==> src/sv/ghs_pkg.sv <==
// ----------------------------------------------------------------------------
// ghs_pkg
// Shared types, constants and helpers for the gzip header stripper.
// ----------------------------------------------------------------------------
package ghs_pkg;

    typedef enum logic [2:0] {
        PH_FIXED   = 3'd0,
        PH_XLEN    = 3'd1,
        PH_EXTRA   = 3'd2,
        PH_NAME    = 3'd3,
        PH_COMMENT = 3'd4,
        PH_HCRC    = 3'd5,
        PH_PASS    = 3'd6,
        PH_DEAD    = 3'd7
    } t_phase;

    localparam logic [7:0] MAGIC_ID1      = 8'h1F;
    localparam logic [7:0] MAGIC_ID2      = 8'h8B;
    localparam logic [7:0] METHOD_DEFLATE = 8'h08;

    localparam logic [3:0] CNT_ID1    = 4'd0;
    localparam logic [3:0] CNT_ID2    = 4'd1;
    localparam logic [3:0] CNT_METHOD = 4'd2;
    localparam logic [3:0] CNT_FLAGS  = 4'd3;
    localparam logic [3:0] CNT_LAST   = 4'd9;

    localparam int FLG_HCRC    = 1;
    localparam int FLG_EXTRA   = 2;
    localparam int FLG_NAME    = 3;
    localparam int FLG_COMMENT = 4;

    typedef struct packed {
        logic       valid;
        logic [7:0] data;
        logic       err;
    } t_result;

    // first optional part at or after from that the flags say is present
    function automatic t_phase next_phase(input t_phase from, input logic [4:0] flags);
        t_phase p;
        p = PH_PASS;
        if (from <= PH_HCRC && flags[FLG_HCRC])
            p = PH_HCRC;
        if (from <= PH_COMMENT && flags[FLG_COMMENT])
            p = PH_COMMENT;
        if (from <= PH_NAME && flags[FLG_NAME])
            p = PH_NAME;
        if (from <= PH_XLEN && flags[FLG_EXTRA])
            p = PH_XLEN;
        return p;
    endfunction

endpackage

==> src/sv/ghs_parse.sv <==
// ----------------------------------------------------------------------------
// ghs_parse
// Header parse state machine: updates the parse state on each accepted byte
// in stripping mode and decides whether the byte produces a result.
// ----------------------------------------------------------------------------
module ghs_parse
    import ghs_pkg::*;
(
    input  logic       i_clk,
    input  logic       i_rst_n,
    input  logic       i_accept,
    input  logic       i_mode,
    input  logic [7:0] i_data,
    output t_result    o_result
);

    t_phase      r_phase,  n_phase;
    logic [3:0]  r_cnt,    n_cnt;
    logic [4:0]  r_flags,  n_flags;
    logic [15:0] r_xrem,   n_xrem;
    logic [7:0]  r_xlow,   n_xlow;
    logic        r_bad,    n_bad;
    logic [15:0] xlen;
    logic [15:0] xdec;

    assign xlen = {i_data, r_xlow};
    assign xdec = r_xrem - 16'd1;

    always_ff @(posedge i_clk) begin
        if (!i_rst_n) begin
            r_phase <= PH_FIXED;
            r_cnt   <= '0;
            r_flags <= '0;
            r_xrem  <= '0;
            r_xlow  <= '0;
            r_bad   <= 1'b0;
        end else if (i_accept && i_mode) begin
            r_phase <= n_phase;
            r_cnt   <= n_cnt;
            r_flags <= n_flags;
            r_xrem  <= n_xrem;
            r_xlow  <= n_xlow;
            r_bad   <= n_bad;
        end
    end

    // next state
    always_comb begin
        n_phase = r_phase;
        n_cnt   = r_cnt;
        n_flags = r_flags;
        n_xrem  = r_xrem;
        n_xlow  = r_xlow;
        n_bad   = r_bad;
        unique case (r_phase)
            PH_FIXED: begin
                if (r_cnt == CNT_ID1 && i_data != MAGIC_ID1)
                    n_bad = 1'b1;
                if (r_cnt == CNT_ID2 && i_data != MAGIC_ID2)
                    n_bad = 1'b1;
                if (r_cnt == CNT_METHOD && i_data != METHOD_DEFLATE)
                    n_bad = 1'b1;
                if (r_cnt == CNT_FLAGS) begin
                    if (i_data[7:5] != 3'd0)
                        n_bad = 1'b1;
                    n_flags = i_data[4:0];
                end
                if (r_cnt >= CNT_LAST) begin
                    n_cnt   = '0;
                    n_phase = r_bad ? PH_DEAD : next_phase(PH_XLEN, r_flags);
                end else begin
                    n_cnt = r_cnt + 4'd1;
                end
            end
            PH_XLEN: begin
                if (r_cnt == 4'd0) begin
                    n_xlow = i_data;
                    n_cnt  = 4'd1;
                end else begin
                    n_xrem  = xlen;
                    n_cnt   = '0;
                    n_phase = (xlen == 16'd0) ? next_phase(PH_NAME, r_flags) : PH_EXTRA;
                end
            end
            PH_EXTRA: begin
                n_xrem = xdec;
                if (xdec == 16'd0) begin
                    n_phase = next_phase(PH_NAME, r_flags);
                    n_cnt   = '0;
                end
            end
            PH_NAME: begin
                if (i_data == 8'd0) begin
                    n_phase = next_phase(PH_COMMENT, r_flags);
                    n_cnt   = '0;
                end
            end
            PH_COMMENT: begin
                if (i_data == 8'd0) begin
                    n_phase = next_phase(PH_HCRC, r_flags);
                    n_cnt   = '0;
                end
            end
            PH_HCRC: begin
                if (r_cnt == 4'd0) begin
                    n_cnt = 4'd1;
                end else begin
                    n_phase = PH_PASS;
                    n_cnt   = '0;
                end
            end
            PH_PASS: begin
            end
            PH_DEAD: begin
            end
            default: begin
            end
        endcase
    end

    // result for the byte presented now
    always_comb begin
        o_result = '0;
        if (!i_mode) begin
            o_result.valid = i_accept;
            o_result.data  = i_data;
        end else begin
            unique case (r_phase)
                PH_FIXED: begin
                    if (r_cnt >= CNT_LAST && r_bad) begin
                        o_result.valid = i_accept;
                        o_result.err   = 1'b1;
                    end
                end
                PH_PASS: begin
                    o_result.valid = i_accept;
                    o_result.data  = i_data;
                end
                default: begin
                end
            endcase
        end
    end

    a_dead_silent: assert property (@(posedge i_clk) disable iff (!i_rst_n)
        (i_mode && r_phase == PH_DEAD) |-> !o_result.valid)
        else $error("result produced after a bad header");

    a_dead_sticks: assert property (@(posedge i_clk) disable iff (!i_rst_n)
        (r_phase == PH_DEAD) |=> (r_phase == PH_DEAD))
        else $error("left the dead phase without reset");

    a_err_on_last: assert property (@(posedge i_clk) disable iff (!i_rst_n)
        o_result.err |-> (r_bad && r_cnt == CNT_LAST && o_result.data == 8'd0))
        else $error("error result outside the tenth header byte");

endmodule

==> src/sv/ghs_out_buf.sv <==
// ----------------------------------------------------------------------------
// ghs_out_buf
// Two-entry output register with skid stage, so the input side can keep
// accepting while a result waits for the receiver.
// ----------------------------------------------------------------------------
module ghs_out_buf
    import ghs_pkg::*;
(
    input  logic       i_clk,
    input  logic       i_rst_n,
    input  t_result    i_push,
    output logic       o_room,
    output logic       o_valid,
    output logic [7:0] o_data,
    output logic       o_err,
    input  logic       i_ready
)
;
    logic       r_main_valid;
    logic       r_skid_valid;
    logic [7:0] r_main_data, r_skid_data;
    logic       r_main_err,  r_skid_err;
    logic       pop;

    assign pop     = r_main_valid && i_ready;
    assign o_room  = !r_skid_valid;
    assign o_valid = r_main_valid;
    assign o_data  = r_main_data;
    assign o_err   = r_main_err;

    always_ff @(posedge i_clk) begin
        if (!i_rst_n) begin
            r_main_valid <= 1'b0;
            r_skid_valid <= 1'b0;
        end else begin
            if (r_skid_valid) begin
                // no push can arrive while the skid entry is full
                if (pop) begin
                    r_main_valid <= 1'b1;
                    r_skid_valid <= 1'b0;
                end
            end else if (i_push.valid) begin
                if (!r_main_valid || pop) begin
                    r_main_valid <= 1'b1;
                end else begin
                    r_skid_valid <= 1'b1;
                end
            end else if (pop) begin
                r_main_valid <= 1'b0;
            end
        end
    end

    always_ff @(posedge i_clk) begin
        if (r_skid_valid) begin
            if (pop) begin
                r_main_data <= r_skid_data;
                r_main_err  <= r_skid_err;
            end
        end else if (i_push.valid) begin
            if (!r_main_valid || pop) begin
                r_main_data <= i_push.data;
                r_main_err  <= i_push.err;
            end else begin
                r_skid_data <= i_push.data;
                r_skid_err  <= i_push.err;
            end
        end
    end

    a_skid_behind_main: assert property (@(posedge i_clk) disable iff (!i_rst_n)
        r_skid_valid |-> r_main_valid)
        else $error("skid entry holds an item with the main register empty");

    a_no_overflow: assert property (@(posedge i_clk) disable iff (!i_rst_n)
        i_push.valid |-> !r_skid_valid)
        else $error("item pushed into a full output buffer");

    a_skid_moves_up: assert property (@(posedge i_clk) disable iff (!i_rst_n)
        (r_skid_valid && i_ready) |=> (r_main_valid && !r_skid_valid))
        else $error("skid item not moved up after the main item was taken");

endmodule

==> src/sv/gzip_header_stripper.sv <==
// ----------------------------------------------------------------------------
// gzip_header_stripper
// Strips a gzip member header from a byte stream and passes the payload on.
// ----------------------------------------------------------------------------
// Usage:
//   Input channel i_in_valid / o_in_ready carries one byte per item on
//   i_data_byte. Output channel o_out_valid / i_out_ready carries result
//   items: o_out_byte with o_is_error. Header bytes give no result; payload
//   bytes come out unchanged; a bad header gives a single error item (byte
//   zero) on the tenth byte, after which all input is swallowed until reset.
//   i_cfg_we / i_cfg_data writes the mode bit (1 strips the header, 0 passes
//   every byte); write it only while the block is idle.
//   Throughput is one byte per cycle while o_in_ready is high. A result is
//   formed combinationally from the accepted byte and the parse state and
//   is registered in the output buffer. A two-entry output buffer lets the
//   input keep flowing while the receiver stalls; o_in_ready drops only
//   while both entries are full.
//   Reset (synchronous, active low) restarts header parsing, sets the mode
//   to stripping and empties the output buffer.
// ----------------------------------------------------------------------------
module gzip_header_stripper
    import ghs_pkg::*;
(
    input  logic       i_clk,
    input  logic       i_rst_n,
    input  logic       i_cfg_we,
    input  logic       i_cfg_data,
    input  logic       i_in_valid,
    output logic       o_in_ready,
    input  logic [7:0] i_data_byte,
    output logic       o_out_valid,
    input  logic       i_out_ready,
    output logic [7:0] o_out_byte,
    output logic       o_is_error
);

    logic    r_header_mode;
    logic    accept;
    t_result result;

    assign accept = i_in_valid && o_in_ready;

    always_ff @(posedge i_clk) begin
        if (!i_rst_n) begin
            r_header_mode <= 1'b1;
        end else if (i_cfg_we) begin
            r_header_mode <= i_cfg_data;
        end
    end

    ghs_parse u_parse (
        .i_clk    (i_clk),
        .i_rst_n  (i_rst_n),
        .i_accept (accept),
        .i_mode   (r_header_mode),
        .i_data   (i_data_byte),
        .o_result (result)
    );

    ghs_out_buf u_out_buf (
        .i_clk   (i_clk),
        .i_rst_n (i_rst_n),
        .i_push  (result),
        .o_room  (o_in_ready),
        .o_valid (o_out_valid),
        .o_data  (o_out_byte),
        .o_err   (o_is_error),
        .i_ready (i_out_ready)
    );

endmodule
==> config.mk <==
export PLATFORM = sky130hd
export DESIGN_NAME = gzip_header_stripper
export DESIGN_NICKNAME = d
export VERILOG_FILES = /design/src/sv/ghs_pkg.sv /design/src/sv/ghs_parse.sv /design/src/sv/ghs_out_buf.sv /design/src/sv/gzip_header_stripper.sv
export SDC_FILE = /design/constraint.sdc
export NUM_CORES = 1
export LEC_CHECK = 0
export BUFFER_PORTS_ARGS = -buffer_cell sky130_fd_sc_hd__clkbuf_2
export CORE_ASPECT_RATIO = 1.25
export CORE_UTILIZATION = 40
export DETAILED_ROUTE_END_ITERATION = 16
export GPL_ROUTABILITY_DRIVEN = 0
export HOLD_SLACK_MARGIN = 0.05
export SYNTH_ARGS = -nofsm -noshare
export SYNTH_HDL_FRONTEND = slang
export SYNTH_HIERARCHICAL = 1
export SYNTH_SLANG_ARGS = --single-unit
export TNS_END_PERCENT = 30
==> constraint.sdc <==
create_clock -name i_clk -period 3.85 [get_ports i_clk]
set_clock_uncertainty 0.15 [all_clocks]
set_input_delay 0.385 -clock i_clk [delete_from_list [all_inputs] [get_ports i_clk]]
set_output_delay 0.385 -clock i_clk [all_outputs]
set_load 0.02 [all_outputs]
# Word-level counts from Yosys, hierarchy flattened
# Index checks and enable logic that the tools add are counted.
# classes
add_sub_neg	2
n_lt_le_gt_ge	1
n_eq_ne	21
mux	49
n_bitwise	2
reduce_logical	33
# ops
op	n
2-to-1 mux 8 bit	5
2-to-1 mux 3 bit	11
logical NOT 16 bit	2
one-hot mux 16 bit (2 select lines)	1
2-to-1 mux 1 bit	23
one-hot mux 3 bit (6 select lines)	1
AND reduction 3 bit	6
2-to-1 mux 16 bit	1
one-hot mux 4 bit (4 select lines)	1
subtractor 16 x 1 -> 16 bit, second input constant	1
2-to-1 mux 4 bit	3
inequality test 2 x 1 -> 1 bit, second input constant	5
== test 3 bit, second input constant	3
2-to-1 mux 9 bit	1
== test 4 x 2 -> 1 bit, second input constant	2
logical NOT 8 bit	1
inequality test 8 x 4 -> 1 bit, second input constant	1
inequality test 8 x 5 -> 1 bit, second input constant	1
inequality test 8 bit, second input constant	1
AND reduction 8 bit	1
nonzero test 2 bit	4
logical AND 1 bit	7
== test 3 x 2 -> 1 bit, second input constant	2
inequality test 2 bit, second input constant	3
other kinds (18)	21
# word_totals
register_bits	58
input_bits	14
output_inout_bits	11
elab_cells	121

# Depth between registers and ports, before layout
# depth
ltp_word	8
ltp_mapped	10
mapped_depth_nobuf	8

# By module
# Netlist, hierarchy kept.
# modules_own_cells
mod	instances	cells_per_inst	area_each_um2	seq_area_each_um2
ghs_parse	1	334	2585.0	720.7
ghs_out_buf	1	42	765.7	580.6
gzip_header_stripper	1	4	40.0	20.0

# Least setup slack after synthesis
# No wires, ideal clock.
# synth_timing
kind	reg2reg
start	reg u_parse.r_cnt[0]
end	reg u_out_buf.r_main_data[0] (netlist: u_out_buf/o_data[0]) (enable)
setup_ns	0.378
t_arrival_ns	1.858
t_required_ns	3.322
slack_ns	1.465
stages_incl_launch_ff	8
path_buffers	0
synth_period_minus_slack_ns	2.385
path_cell_list	dfxtp_1 > inv_1 > ha_1 > a21boi_0 > a31oi_1 > nor2b_1 > mux2i_1 > a21oi_1
# synth_lines
item	line	rtl
start: declaration	ghs_parse.sv:18	logic [3:0] r_cnt, n_cnt;
start signal: assignment	ghs_parse.sv:39	r_cnt <= n_cnt;
end signal: assignment	ghs_out_buf.sv:57	r_main_data <= r_skid_data;
end signal: assignment	ghs_out_buf.sv:62	r_main_data <= i_push.data;
end: declaration	ghs_out_buf.sv:21	logic [7:0] r_main_data, r_skid_data;

==> results.cfg <==
[cells_and_area]
final_nets = 419
n_fill_cell = 837
drive_gt1_share_pct = 17.6
n_antenna_cell = 0
area_growth_pct = 9.56
fin_util_pct = 45.1

[clock_network]
clockBufferDepth = 2
numCtsBuffers = 9
path_clk_slew_ns = 0.07
hold_buffers = 0
postCtsSetupRepairBufs = 0
clock-root-buffer = clkbuf_8
insertion_delay_ns = 0.34
cts_sinks = 57
cts_resized = 0
cts_tree = done
htree_num_levels = 3

[die]
die_area_sq_mm = 0.00885
rows = 37
coreArea_sq_mm = 0.00824
pin_count = 25
die_w_um = 84.4
die_h_um = 105
initial_core_util_pct = 41.1

[grt]
antenna_found_initial = 0
top_usage_layer = met2
grt_util_all_layers_pct = 20.2
gr-total-overflow = 0
grtUsageMet1_pct = 23.8
grt_pass1_vias = 2762
grt_first_pass_wirelength_mm = 13.9
use_met2_pct = 34.6
grt_start_max_net_pins = 27
met3_usage_pct = 2.92

[drt]
routed_wl_mm = 8.57
dr.first_iter.drc_count = 166
wl_per_cell_um = 17.1
drc = 4
drt_first_pass_iters = 10
vias = 2998
post_drt_via_cell_ratio = 5.98
antenna_left = 0

[status]
outcome = finished with violations
violations = design-rule violations

[sta]
period_minus_slack_ns = 2.78
min_period_over_period_pct = 72.2
rsz0062_at_grt = false
slew_headroom_pct = 45.0
clock.fmax_mhz = 360
worst_pin_slew_ns = 0.823
finalHoldViolCount = 0
finalSetupViolCount = 0
finalSetupTns_ns = 0
timing.final.max_slew_violations = 0

[yosys]
async_reset_ff_share_pct = 0
ys_warn_count = 6
synthFlopType = dfxtp_1
yosys-top-cells-area = dfxtp_1 (23%), edfxtp_1 (16%), nor2_1 (6.1%)
yosysMostFrequentCell = nor2_1
yosysUniqueCellTypes = 64
syn_inst = 380
synth_fp_nets = 400
synth-seq-cells = 57
yosysTopAreaCell = dfxtp_1
synth_edf_count = 18
syn-cell-area_sq_mm = 0.00339
yosysSeqAreaShare_pct = 39.0
synth_common_cells = nor2_1 (55), dfxtp_1 (39), o21ai_0 (26), a21oi_1 (23), nand2_1 (23)
synth_top_area_share_pct = 23.0
avgSynthCellArea_sq_um = 8.92

[worst_setup_path]
crit_path_end_kind = flop
cp_max_fo = 11
crit_chain = inv_1 -> o21ai_1 -> a31oi_1 -> nor2b_1 -> mux2i_1 -> a21oi_1
start_kind = flop
reg2reg_depth = 6
cpPeakStageDelay_ns = 0.66
crit_arrival_ns = 2.60
crit_required_ns = 3.67
crit_path_top_delay_cell = a21oi_1
rrSetupSlack_ns = 1.07
r2r_end = u_out_buf/o_data[0]
critPathBufInv = 1
r2r_start = u_parse/r_phase[2]
crit_family = compound AO/OA/AOI/OAI gates
path_class = reg -> reg

[min_path]
hold_depth = 3
worstHoldEndpoint = r_header_mode
hold_start = i_cfg_data
hold_path_class = in -> reg

[run]
max-cap-violations = 0

[placed_design]
portBuffers = 24
hpwl_mm = 6.13

[power]
power_w = 0.00122
p_leak_nw = 1.37
powerDensity_mw_per_mm2 = 328
vdd_drop_max_mv = 0.142
## layout by cell type, fill, tap and decap left out, drive strengths merged, types with 3 or more instances in the layout
| master | n |
|---|---|
| clkinv | 5 |
| nand4 | 5 |
| and2 | 13 |
| a31oi | 7 |
| clkbuf | 33 |
| mux2 | 9 |
| or3 | 5 |
| mux2i | 16 |
| nor4 | 10 |
| nor2 | 56 |
| o32ai | 3 |
| nor2b | 8 |
| dfxtp | 39 |
| nand3 | 10 |
| o21a | 6 |
| a21oi | 23 |
| a211oi | 8 |
| nand3b | 5 |
| a22oi | 5 |
| inv | 15 |
| ha | 6 |
| nor3 | 10 |
| edfxtp | 18 |
| o21ai | 29 |
| nand2 | 23 |
| nor3b | 3 |
## layer usage
layer  vias to the layer above  wire length [um]
met5                         -                 0
met4                         0               255
met3                        19               298
met2                        92              4270
met1                      1446              3740
li1                       1441                 -
## worst max path at each step
stage                     slack, ns  depth (start not counted)                  end          startpoint
after detailed placement       1.09                          7  u_out_buf/o_data[5]    u_parse/r_cnt[0]
after global routing           0.83                          6  u_out_buf/o_data[0]  u_parse/r_phase[2]
after CTS                      1.07                          6  u_out_buf/o_data[0]  u_parse/r_phase[2]
after global placement         1.18                          7  u_out_buf/o_data[3]    u_parse/r_cnt[0]
final                          1.07                          6  u_out_buf/o_data[0]  u_parse/r_phase[2]
after floorplan                1.46                          7  u_out_buf/o_data[0]    u_parse/r_cnt[0]
## flip-flops by register name, summed over array words and instances, names as in the netlist, 3 cells and up
signal	flops
u_parse/r_xlow	8
u_out_buf/o_data	8
u_parse/r_phase	3
u_parse/r_xrem	16
u_out_buf/r_skid_data	8
u_parse/r_flags	4
u_parse/r_cnt	4
## cells by family (layout without fill, tap and decap cells)
family                   Yosys count  in the layout  synth area share [%]
flip-flops                        57             57                  39.0
multiplexers                      25             25                  7.71
XOR/XNOR                           2              2                 0.517
AND/OR/NAND/NOR                  160            160                  26.6
buffers and inverters             32             56                  4.54
adder cells (fa/ha/maj)            6              6                  2.21
AO/OA/AOI/OAI                     98             98                  19.4
## worst min-delay path: stages
cell      delay (ns)
clkbuf_2        0.07
mux2i_1         0.05
nand2_1         0.05
## per-stage QoR
stage	setup WS, ns	hold slack (ns)	cells	cell area (sq um)
detailed placement	1.09	0.347	485	3550
floorplan	1.46	0.297	380	3390
CTS	1.07	0.0933	501	3710
finish	1.07	0.0998	501	3710
global placement	1.18	0.340	485	3550
global route	0.834	0.100	501	3710
## report_power, final
group	internal, W	switching [W]	total [W]
Combinational	0.0000346	0.0000572	0.0000919
Clock	0.000232	0.000261	0.000493
Sequential	0.000626	0.00000755	0.000634
## final cells by class
cell class,instances,area [sq um],share of cell area (%)
timing repair buffer,26,135,3.64
clock buffer,9,124,3.33
sequential,57,1320,35.6
multi-input combinational,291,1920,51.6
clock inverter,7,45.0,1.21
tap,97,121,3.27
inverter,14,52.6,1.41
No activity file was read; power rests on OpenSTA's default activity.
